===== src/hw/rtl/gsp_pkg.sv =====
package gsp_pkg;

  typedef struct packed {
    logic [7:0] packed_byte;
    logic       start_of_message;
    logic [7:0] message_septets;
  } gsp_in_t;

  typedef struct packed {
    logic [7:0] char_code;
    logic       char_valid;
    logic       last_of_message;
  } gsp_out_t;

  // One queue entry holds every septet that a single input byte produced.
  typedef struct packed {
    logic       start;
    logic [7:0] length;
    logic       two;
    logic [6:0] s0;
    logic [6:0] s1;
  } gsp_entry_t;

  localparam int unsigned QueueDepth = 2;
  localparam int unsigned QptrW      = $clog2(QueueDepth);
  localparam int unsigned QcntW      = $clog2(QueueDepth + 1);

  localparam logic [6:0] EscSeptet = 7'h1B;
  localparam logic [7:0] UnmappedChar = 8'h3F;
  localparam logic [2:0] MaxLeftover = 3'd6;

  localparam logic [7:0] AlphaRom [0:127] = '{
    8'h40, 8'hA3, 8'h24, 8'hA5, 8'hE8, 8'hE9, 8'hF9, 8'hEC,
    8'hF2, 8'hC7, 8'h0A, 8'hD8, 8'hF8, 8'h0D, 8'hC5, 8'hE5,
    8'h3F, 8'h5F, 8'h3F, 8'h3F, 8'h3F, 8'h3F, 8'h3F, 8'h3F,
    8'h3F, 8'h3F, 8'h3F, 8'h3F, 8'hC6, 8'hE6, 8'hDF, 8'hC9,
    8'h20, 8'h21, 8'h22, 8'h23, 8'hA4, 8'h25, 8'h26, 8'h27,
    8'h28, 8'h29, 8'h2A, 8'h2B, 8'h2C, 8'h2D, 8'h2E, 8'h2F,
    8'h30, 8'h31, 8'h32, 8'h33, 8'h34, 8'h35, 8'h36, 8'h37,
    8'h38, 8'h39, 8'h3A, 8'h3B, 8'h3C, 8'h3D, 8'h3E, 8'h3F,
    8'hA1, 8'h41, 8'h42, 8'h43, 8'h44, 8'h45, 8'h46, 8'h47,
    8'h48, 8'h49, 8'h4A, 8'h4B, 8'h4C, 8'h4D, 8'h4E, 8'h4F,
    8'h50, 8'h51, 8'h52, 8'h53, 8'h54, 8'h55, 8'h56, 8'h57,
    8'h58, 8'h59, 8'h5A, 8'hC4, 8'hD6, 8'hD1, 8'hDC, 8'hA7,
    8'hBF, 8'h61, 8'h62, 8'h63, 8'h64, 8'h65, 8'h66, 8'h67,
    8'h68, 8'h69, 8'h6A, 8'h6B, 8'h6C, 8'h6D, 8'h6E, 8'h6F,
    8'h70, 8'h71, 8'h72, 8'h73, 8'h74, 8'h75, 8'h76, 8'h77,
    8'h78, 8'h79, 8'h7A, 8'hE4, 8'hF6, 8'hF1, 8'hFC, 8'hE0
  };

  function automatic logic [7:0] ext_map(input logic [6:0] s);
    logic [7:0] code;
    unique case (s)
      7'h0A:   code = 8'h0A;
      7'h14:   code = 8'h5E;
      7'h28:   code = 8'h7B;
      7'h29:   code = 8'h7D;
      7'h2F:   code = 8'h5C;
      7'h3C:   code = 8'h5B;
      7'h3D:   code = 8'h7E;
      7'h3E:   code = 8'h5D;
      7'h40:   code = 8'h7C;
      default: code = UnmappedChar;
    endcase
    return code;
  endfunction

endpackage


===== src/hw/rtl/gsm_septet_unpacker_unit.sv =====
// Channel  | Signals                                     | Payload
// packed   | packed_valid, packed_ready, packed_item     | one packed byte, start, length
// decoded  | decoded_valid, decoded_ready, decoded_item  | one character, valid, last
//
// A byte is taken on a packed handshake; the front unpacks it into one or two septets
// and queues them in a two-entry queue.
// The back decodes one septet per cycle unless the decoded channel stalls.
// Sustained rate is one byte per cycle for one-septet bytes unless the output stalls.
// Reset clears the bit buffer, escape flag, septet count and queue.
// A stalled decoded channel holds its result and fills the queue, then drops
// packed_ready.
module gsm_septet_unpacker_unit (
  input  logic              clk,
  input  logic              rst,
  input  logic              packed_valid,
  output logic              packed_ready,
  input  gsp_pkg::gsp_in_t  packed_item,
  output logic              decoded_valid,
  input  logic              decoded_ready,
  output gsp_pkg::gsp_out_t decoded_item
);
  import gsp_pkg::*;

  logic       push;
  logic       pop;
  logic       queue_full;
  logic       head_valid;
  gsp_entry_t push_entry;
  gsp_entry_t head_entry;

  gsp_front u_front (
    .clk          (clk),
    .rst          (rst),
    .packed_valid (packed_valid),
    .packed_ready (packed_ready),
    .packed_item  (packed_item),
    .push         (push),
    .push_entry   (push_entry),
    .queue_full   (queue_full)
  );

  gsp_queue u_queue (
    .clk        (clk),
    .rst        (rst),
    .push       (push),
    .push_entry (push_entry),
    .full       (queue_full),
    .pop        (pop),
    .head_valid (head_valid),
    .head_entry (head_entry)
  );

  gsp_back u_back (
    .clk           (clk),
    .rst           (rst),
    .head_valid    (head_valid),
    .head_entry    (head_entry),
    .pop           (pop),
    .decoded_valid (decoded_valid),
    .decoded_ready (decoded_ready),
    .decoded_item  (decoded_item)
  );

endmodule


===== src/hw/rtl/gsp_front.sv =====
module gsp_front (
  input  logic                clk,
  input  logic                rst,
  input  logic                packed_valid,
  output logic                packed_ready,
  input  gsp_pkg::gsp_in_t    packed_item,
  output logic                push,
  output gsp_pkg::gsp_entry_t push_entry,
  input  logic                queue_full
);
  import gsp_pkg::*;

  logic [5:0]  leftover_bits;
  logic [2:0]  leftover_count;
  logic [5:0]  leftover_bits_next;
  logic [2:0]  leftover_count_next;
  logic [2:0]  cnt_eff;
  logic [5:0]  bits_eff;
  logic [13:0] buffer;
  logic        two;

  assign packed_ready = !queue_full;
  assign push         = packed_valid && packed_ready;

  always_comb begin
    cnt_eff  = packed_item.start_of_message ? 3'd0 : leftover_count;
    bits_eff = packed_item.start_of_message ? 6'd0 : leftover_bits;
    buffer   = {8'd0, bits_eff} | ({6'd0, packed_item.packed_byte} << cnt_eff);
    // Six buffered bits plus a full byte make exactly two septets.
    two      = (cnt_eff == MaxLeftover);
    if (two) begin
      leftover_bits_next  = 6'd0;
      leftover_count_next = 3'd0;
    end else begin
      leftover_bits_next  = buffer[12:7];
      leftover_count_next = cnt_eff + 3'd1;
    end
    push_entry.start  = packed_item.start_of_message;
    push_entry.length = packed_item.message_septets;
    push_entry.two    = two;
    push_entry.s0     = buffer[6:0];
    push_entry.s1     = buffer[13:7];
  end

  always_ff @(posedge clk) begin
    if (rst) begin
      leftover_bits  <= 6'd0;
      leftover_count <= 3'd0;
    end else if (push) begin
      leftover_bits  <= leftover_bits_next;
      leftover_count <= leftover_count_next;
    end
  end

  a_count_range: assert property (@(posedge clk) disable iff (rst)
    leftover_count <= MaxLeftover)
    else $error("leftover count out of range");

  a_two_clears: assert property (@(posedge clk) disable iff (rst)
    push && push_entry.two |=> leftover_count == 3'd0)
    else $error("two-septet beat left bits behind");

  a_start_resets: assert property (@(posedge clk) disable iff (rst)
    push && packed_item.start_of_message |=> leftover_count == 3'd1)
    else $error("start beat did not restart bit buffer");

endmodule


===== src/hw/rtl/gsp_queue.sv =====
module gsp_queue (
  input  logic                clk,
  input  logic                rst,
  input  logic                push,
  input  gsp_pkg::gsp_entry_t push_entry,
  output logic                full,
  input  logic                pop,
  output logic                head_valid,
  output gsp_pkg::gsp_entry_t head_entry
);
  import gsp_pkg::*;

  gsp_entry_t       slots [QueueDepth];
  logic [QptrW-1:0] wr_ptr;
  logic [QptrW-1:0] rd_ptr;
  logic [QcntW-1:0] count;

  assign full       = (count == QcntW'(QueueDepth));
  assign head_valid = (count != '0);
  assign head_entry = slots[rd_ptr];

  always_ff @(posedge clk) begin
    if (push) begin
      slots[wr_ptr] <= push_entry;
    end
  end

  always_ff @(posedge clk) begin
    if (rst) begin
      wr_ptr <= '0;
      rd_ptr <= '0;
      count  <= '0;
    end else begin
      if (push) begin
        wr_ptr <= (wr_ptr == QptrW'(QueueDepth - 1)) ? '0 : wr_ptr + QptrW'(1);
      end
      if (pop) begin
        rd_ptr <= (rd_ptr == QptrW'(QueueDepth - 1)) ? '0 : rd_ptr + QptrW'(1);
      end
      if (push && !pop) begin
        count <= count + QcntW'(1);
      end else if (pop && !push) begin
        count <= count - QcntW'(1);
      end
    end
  end

  a_no_overflow: assert property (@(posedge clk) disable iff (rst)
    push |-> !full)
    else $error("push into full queue");

  a_no_underflow: assert property (@(posedge clk) disable iff (rst)
    pop |-> head_valid)
    else $error("pop from empty queue");

  a_count_bound: assert property (@(posedge clk) disable iff (rst)
    count <= QcntW'(QueueDepth))
    else $error("queue count out of range");

endmodule


===== src/hw/rtl/gsp_back.sv =====
module gsp_back (
  input  logic                clk,
  input  logic                rst,
  input  logic                head_valid,
  input  gsp_pkg::gsp_entry_t head_entry,
  output logic                pop,
  output logic                decoded_valid,
  input  logic                decoded_ready,
  output gsp_pkg::gsp_out_t   decoded_item
);
  import gsp_pkg::*;

  logic [7:0] septets_left;
  logic       escape_pending;
  logic       idx;
  logic [7:0] septets_left_next;
  logic       escape_pending_next;
  logic       step;
  logic       first;
  logic       done_entry;
  logic [6:0] septet;
  logic [7:0] left_eff;
  logic       esc_eff;
  logic       emit;
  gsp_out_t   result;

  assign step       = head_valid && (!decoded_valid || decoded_ready);
  assign first      = !idx;
  assign done_entry = !head_entry.two || idx;
  assign pop        = step && done_entry;

  always_comb begin
    septet    = idx ? head_entry.s1 : head_entry.s0;
    // A start beat loads the length and clears the escape before its first septet.
    left_eff  = (first && head_entry.start) ? head_entry.length : septets_left;
    esc_eff   = (first && head_entry.start) ? 1'b0 : escape_pending;
    emit      = 1'b0;
    result    = '0;
    septets_left_next   = left_eff;
    escape_pending_next = esc_eff;
    if (left_eff != 8'd0) begin
      septets_left_next      = left_eff - 8'd1;
      result.last_of_message = (septets_left_next == 8'd0);
      result.char_valid      = 1'b1;
      if (esc_eff) begin
        escape_pending_next = 1'b0;
        result.char_code    = ext_map(septet);
        emit                = 1'b1;
      end else if (septet == EscSeptet) begin
        if (!result.last_of_message) begin
          escape_pending_next = 1'b1;
        end else begin
          // Escape with nothing after it: flagged as not a character.
          result.char_valid = 1'b0;
          emit              = 1'b1;
        end
      end else begin
        result.char_code = AlphaRom[septet];
        emit             = 1'b1;
      end
    end
  end

  always_ff @(posedge clk) begin
    if (rst) begin
      septets_left   <= 8'd0;
      escape_pending <= 1'b0;
      idx            <= 1'b0;
      decoded_valid  <= 1'b0;
    end else begin
      if (step) begin
        septets_left   <= septets_left_next;
        escape_pending <= escape_pending_next;
        idx            <= !done_entry;
      end
      if (step && emit) begin
        decoded_valid <= 1'b1;
      end else if (decoded_ready) begin
        decoded_valid <= 1'b0;
      end
    end
  end

  always_ff @(posedge clk) begin
    if (step && emit) begin
      decoded_item <= result;
    end
  end

  a_last_empties: assert property (@(posedge clk) disable iff (rst)
    step && emit && result.last_of_message |=> septets_left == 8'd0)
    else $error("last result left septets pending");

  a_escape_needs_length: assert property (@(posedge clk) disable iff (rst)
    escape_pending |-> septets_left != 8'd0)
    else $error("escape pending with no septets left");

  a_invalid_is_last: assert property (@(posedge clk) disable iff (rst)
    decoded_valid && !decoded_item.char_valid |-> decoded_item.last_of_message)
    else $error("dangling escape result not marked last");

  a_second_half: assert property (@(posedge clk) disable iff (rst)
    idx |-> head_valid && head_entry.two)
    else $error("second septet selected without a two-septet entry");

endmodule

===== config.mk =====
export PLATFORM = sky130hd
export DESIGN_NAME = gsm_septet_unpacker_unit
export DESIGN_NICKNAME = d
export VERILOG_FILES = /design/src/hw/rtl/gsp_pkg.sv /design/src/hw/rtl/gsm_septet_unpacker_unit.sv /design/src/hw/rtl/gsp_front.sv /design/src/hw/rtl/gsp_queue.sv /design/src/hw/rtl/gsp_back.sv
export SDC_FILE = /design/constraint.sdc
export NUM_CORES = 1
export LEC_CHECK = 0
export BUFFER_PORTS_ARGS = -buffer_cell sky130_fd_sc_hd__buf_4
export CORE_MARGIN = 2
export CORE_UTILIZATION = 55
export CTS_BUF_LIST = sky130_fd_sc_hd__clkbuf_8
export CTS_CLUSTER_SIZE = 8
export DETAILED_ROUTE_END_ITERATION = 8
export PLACE_DENSITY = 0.85
export SETUP_SLACK_MARGIN = 0.2
export SYNTH_ARGS = -nofsm -noshare
export SYNTH_HDL_FRONTEND = slang
export SYNTH_SLANG_ARGS = --single-unit

===== constraint.sdc =====
create_clock -name clk -period 6.2 [get_ports clk]
set_clock_uncertainty 0.15 [all_clocks]
set_input_delay 0 -clock clk [delete_from_list [all_inputs] [get_ports clk]]
set_output_delay 0 -clock clk [all_outputs]
set_load 0.01 [all_outputs]

==> reports/qor.yml <==
status: "finished clean"
cts_resized: 0
vdd_drop_max_mv: 0.240
antenna_found_initial: 0
antenna_cells: 0
cts_tree: "yes"
drt_iter0_drc: 249
fp-row-count: 34
synth_cell_types: 60
r2r_cells: 10
synthArstFlopShare_pct: 0
yosysSeqAreaShare_pct: 45.6
drive_gt1_share_pct: 13.5
nets: 567
slew_headroom_pct: 21.3
via_per_inst: 6.30
yosys_register_bits: 83
gr-total-overflow: 0
hp-start: "packed_item[11]"
worst_slew_pin_slew_ns: 1.18
crit_required_ns: 6.16
slowest_stage: "dfxtp_1"
area_growth_pct: 12.6
path_clk_slew_ns: 0.10
wirelength_um: 11800
setup_tns_ns: 0
portBuffers: 32
hold_end: "u_queue.slots[0][9]$_DFFE_PP_"
rrSetupSlack_ns: 1.93
synth_nets: 536
drtAntennaViolNets: 0
final_area_um2: 5540
cts-buffers-inserted: 9
r2r_end: "u_back.decoded_item[2]$_SDFFCE_PP0P_"
worst_slack_ns: 1.93
drv_cap: 0
power.total_uw: 2740
finalHoldViolCount: 0
vias: 4091
max_stage_delay_ns: 0.80
grt_usage_pct: 24.5
critPathLaunchType: "flop"
dieWidth_um: 98.6
rsz0062_at_grt: "false"
grt_pass1_vias: 3907
clock-sinks: 83
critPathMaxFanout: 17
gp_congestion: 0.993
min_path_cells: 3
dpl-instance-area_um2: 5180
syn-cell-area_um2: 4920
max_freq_mhz: 234
synth_edf_count: 58
wl_per_cell_um: 18.1
root_buffer: "clkbuf_8"
dp_worst_setup_slack_ns: 2.05
power.density_nw_per_um2: 494
clock_path_buffers: 2
final_common_cell: "nor2_1"
path_cells: "buf_4, mux4_2, inv_1, ha_1, nand2_1, or4b_1, and2_1, and3b_1, nor3b_2, o22ai_1"
path_class: "flop to flop"
hpwl_um: 7980
ioPinCount: 33
p_leak_uw: 0.00200
start_util_pct: 56.7
fin_crit_sh_pct: 68.8
drv_slew: 0
synthFlopType: "edfxtp_1"
end_kind: "flop"
n_fill_cell: 676
syn_inst: 505
grt_pass1_wl_um: 19100
final_cell_mix: "63 x nor2_1, 58 x edfxtp_1, 40 x nand2_1, 40 x a21oi_1, 34 x buf_4"
arrival_ns: 4.22
first_pass_iters: 5
setup_viol: 0
dieArea_um2: 9720
core_um2: 8680
avgSynthCellArea_um2: 9.74
grt_start_max_net_pins: 32
h-tree-depth: 3
drc: 0
whs_ns: 0.0417
hold_path_class: "input pin to flop"
die_h_um: 98.6
yosysWarnings: 0
clock_latency_ns: 0.37
period_needed_ns: 4.27
[sequential cells by signal, summed over array words and instances, names as in the netlist, named ones only]
register                cells
u_front.leftover_count      3
u_queue.count               2
u_queue.slots              48
u_front.leftover_bits       6
u_back.decoded_valid        1
u_back.septets_left         8
u_queue.rd_ptr              1
u_back.escape_pending       1
u_queue.wr_ptr              1
u_back.decoded_item        10
u_back.idx                  1
[timing repair]
action,CTS,global route
hold buffers,17,0
setup buffers,0,0
endpoints found under the hold margin,55,0
[worst max path at each step]
stage / to / cells after the start / from / slack [ns]
after floorplan: u_back.decoded_item[2]$_SDFFCE_PP0P_ / 12 / flop / 2.77
after global placement: u_back.decoded_item[2]$_SDFFCE_PP0P_ / 10 / flop / 2.18
after detailed placement: u_back.decoded_item[2]$_SDFFCE_PP0P_ / 10 / flop / 2.05
after CTS: u_back.decoded_item[2]$_SDFFCE_PP0P_ / 10 / flop / 2.02
after global routing: u_back.decoded_item[2]$_SDFFCE_PP0P_ / 10 / flop / 1.80
final: u_back.decoded_item[2]$_SDFFCE_PP0P_ / 10 / flop / 1.93
[metrics by stage]
| step | cells | util [%] |
|---|---|---|
| after floorplan | 505 | - |
| after global placement | 616 | 59.7 |
| after detailed placement | 616 | 59.7 |
| after CTS | 649 | 63.9 |
| after global routing | 649 | 63.9 |
| final | 649 | 63.9 |
[metal layers]
metal,wire length [um],share of wire [%],vias up,track usage (%)
met3,697,5.9,42,4.04
met1,5030,43,1922,32.2
li1,-,-,1937,-
met5,0,0,-,0
met4,411,3.5,0,10.0
met2,5610,48,190,40.5
[cell families after synthesis]
group                      Yosys count  share of synthesized area [%]
and+or+nand+nor                    182                           18.5
AOI/OAI and AO/OA                  133                           17.0
DFF                                 83                           45.6
buffers and inverters               44                           3.81
muxes                               41                           10.5
xor gates and xnor gates            12                           2.14
adders and majority gates           10                           2.54
[critical path: cells and delay by family (launching register included)]
family / cells / cell delay, ns
and+or+nand+nor: 5 / 1.30
DFF: 1 / 0.80
adders and majority gates: 1 / 0.38
buffers and inverters: 2 / 0.63
AOI/OAI and AO/OA: 1 / 0.11
muxes: 1 / 0.62
[cells in the mapped netlist, types with 9 or more instances]
cell type | count | share of area [%]
nand3_1 | 9 | 0.92
edfxtp_1 | 58 | 35
clkbuf_1 | 20 | 1.5
dfxtp_1 | 25 | 10
a21oi_1 | 40 | 4.1
inv_1 | 13 | 0.99
nor3_1 | 9 | 0.92
nand2_1 | 40 | 3.1
mux2i_1 | 29 | 5.9
nor2b_1 | 9 | 1.1
ha_1 | 10 | 2.5
o21ai_0 | 33 | 3.4
nand2b_1 | 13 | 1.7
nor2_1 | 65 | 5.0
[final cells by class]
cell class / instances / area (um^2) / area share (%)
multi-input combinational: 378 / 2500 / 45.0
sequential: 83 / 2240 / 40.5
timing repair buffer: 51 / 425 / 7.67
tap: 108 / 135 / 2.44
clock buffer: 9 / 124 / 2.23
clock inverter: 7 / 71.3 / 1.29
inverter: 13 / 48.8 / 0.880
[power by group]
group / switching [uW] / internal [uW] / total, uW
clock network: 232 / 157 / 389
registers: 99.7 / 764 / 864
logic: 910 / 577 / 1490
total: 1240 / 1500 / 2740
(Power assumes the default switching activity.)
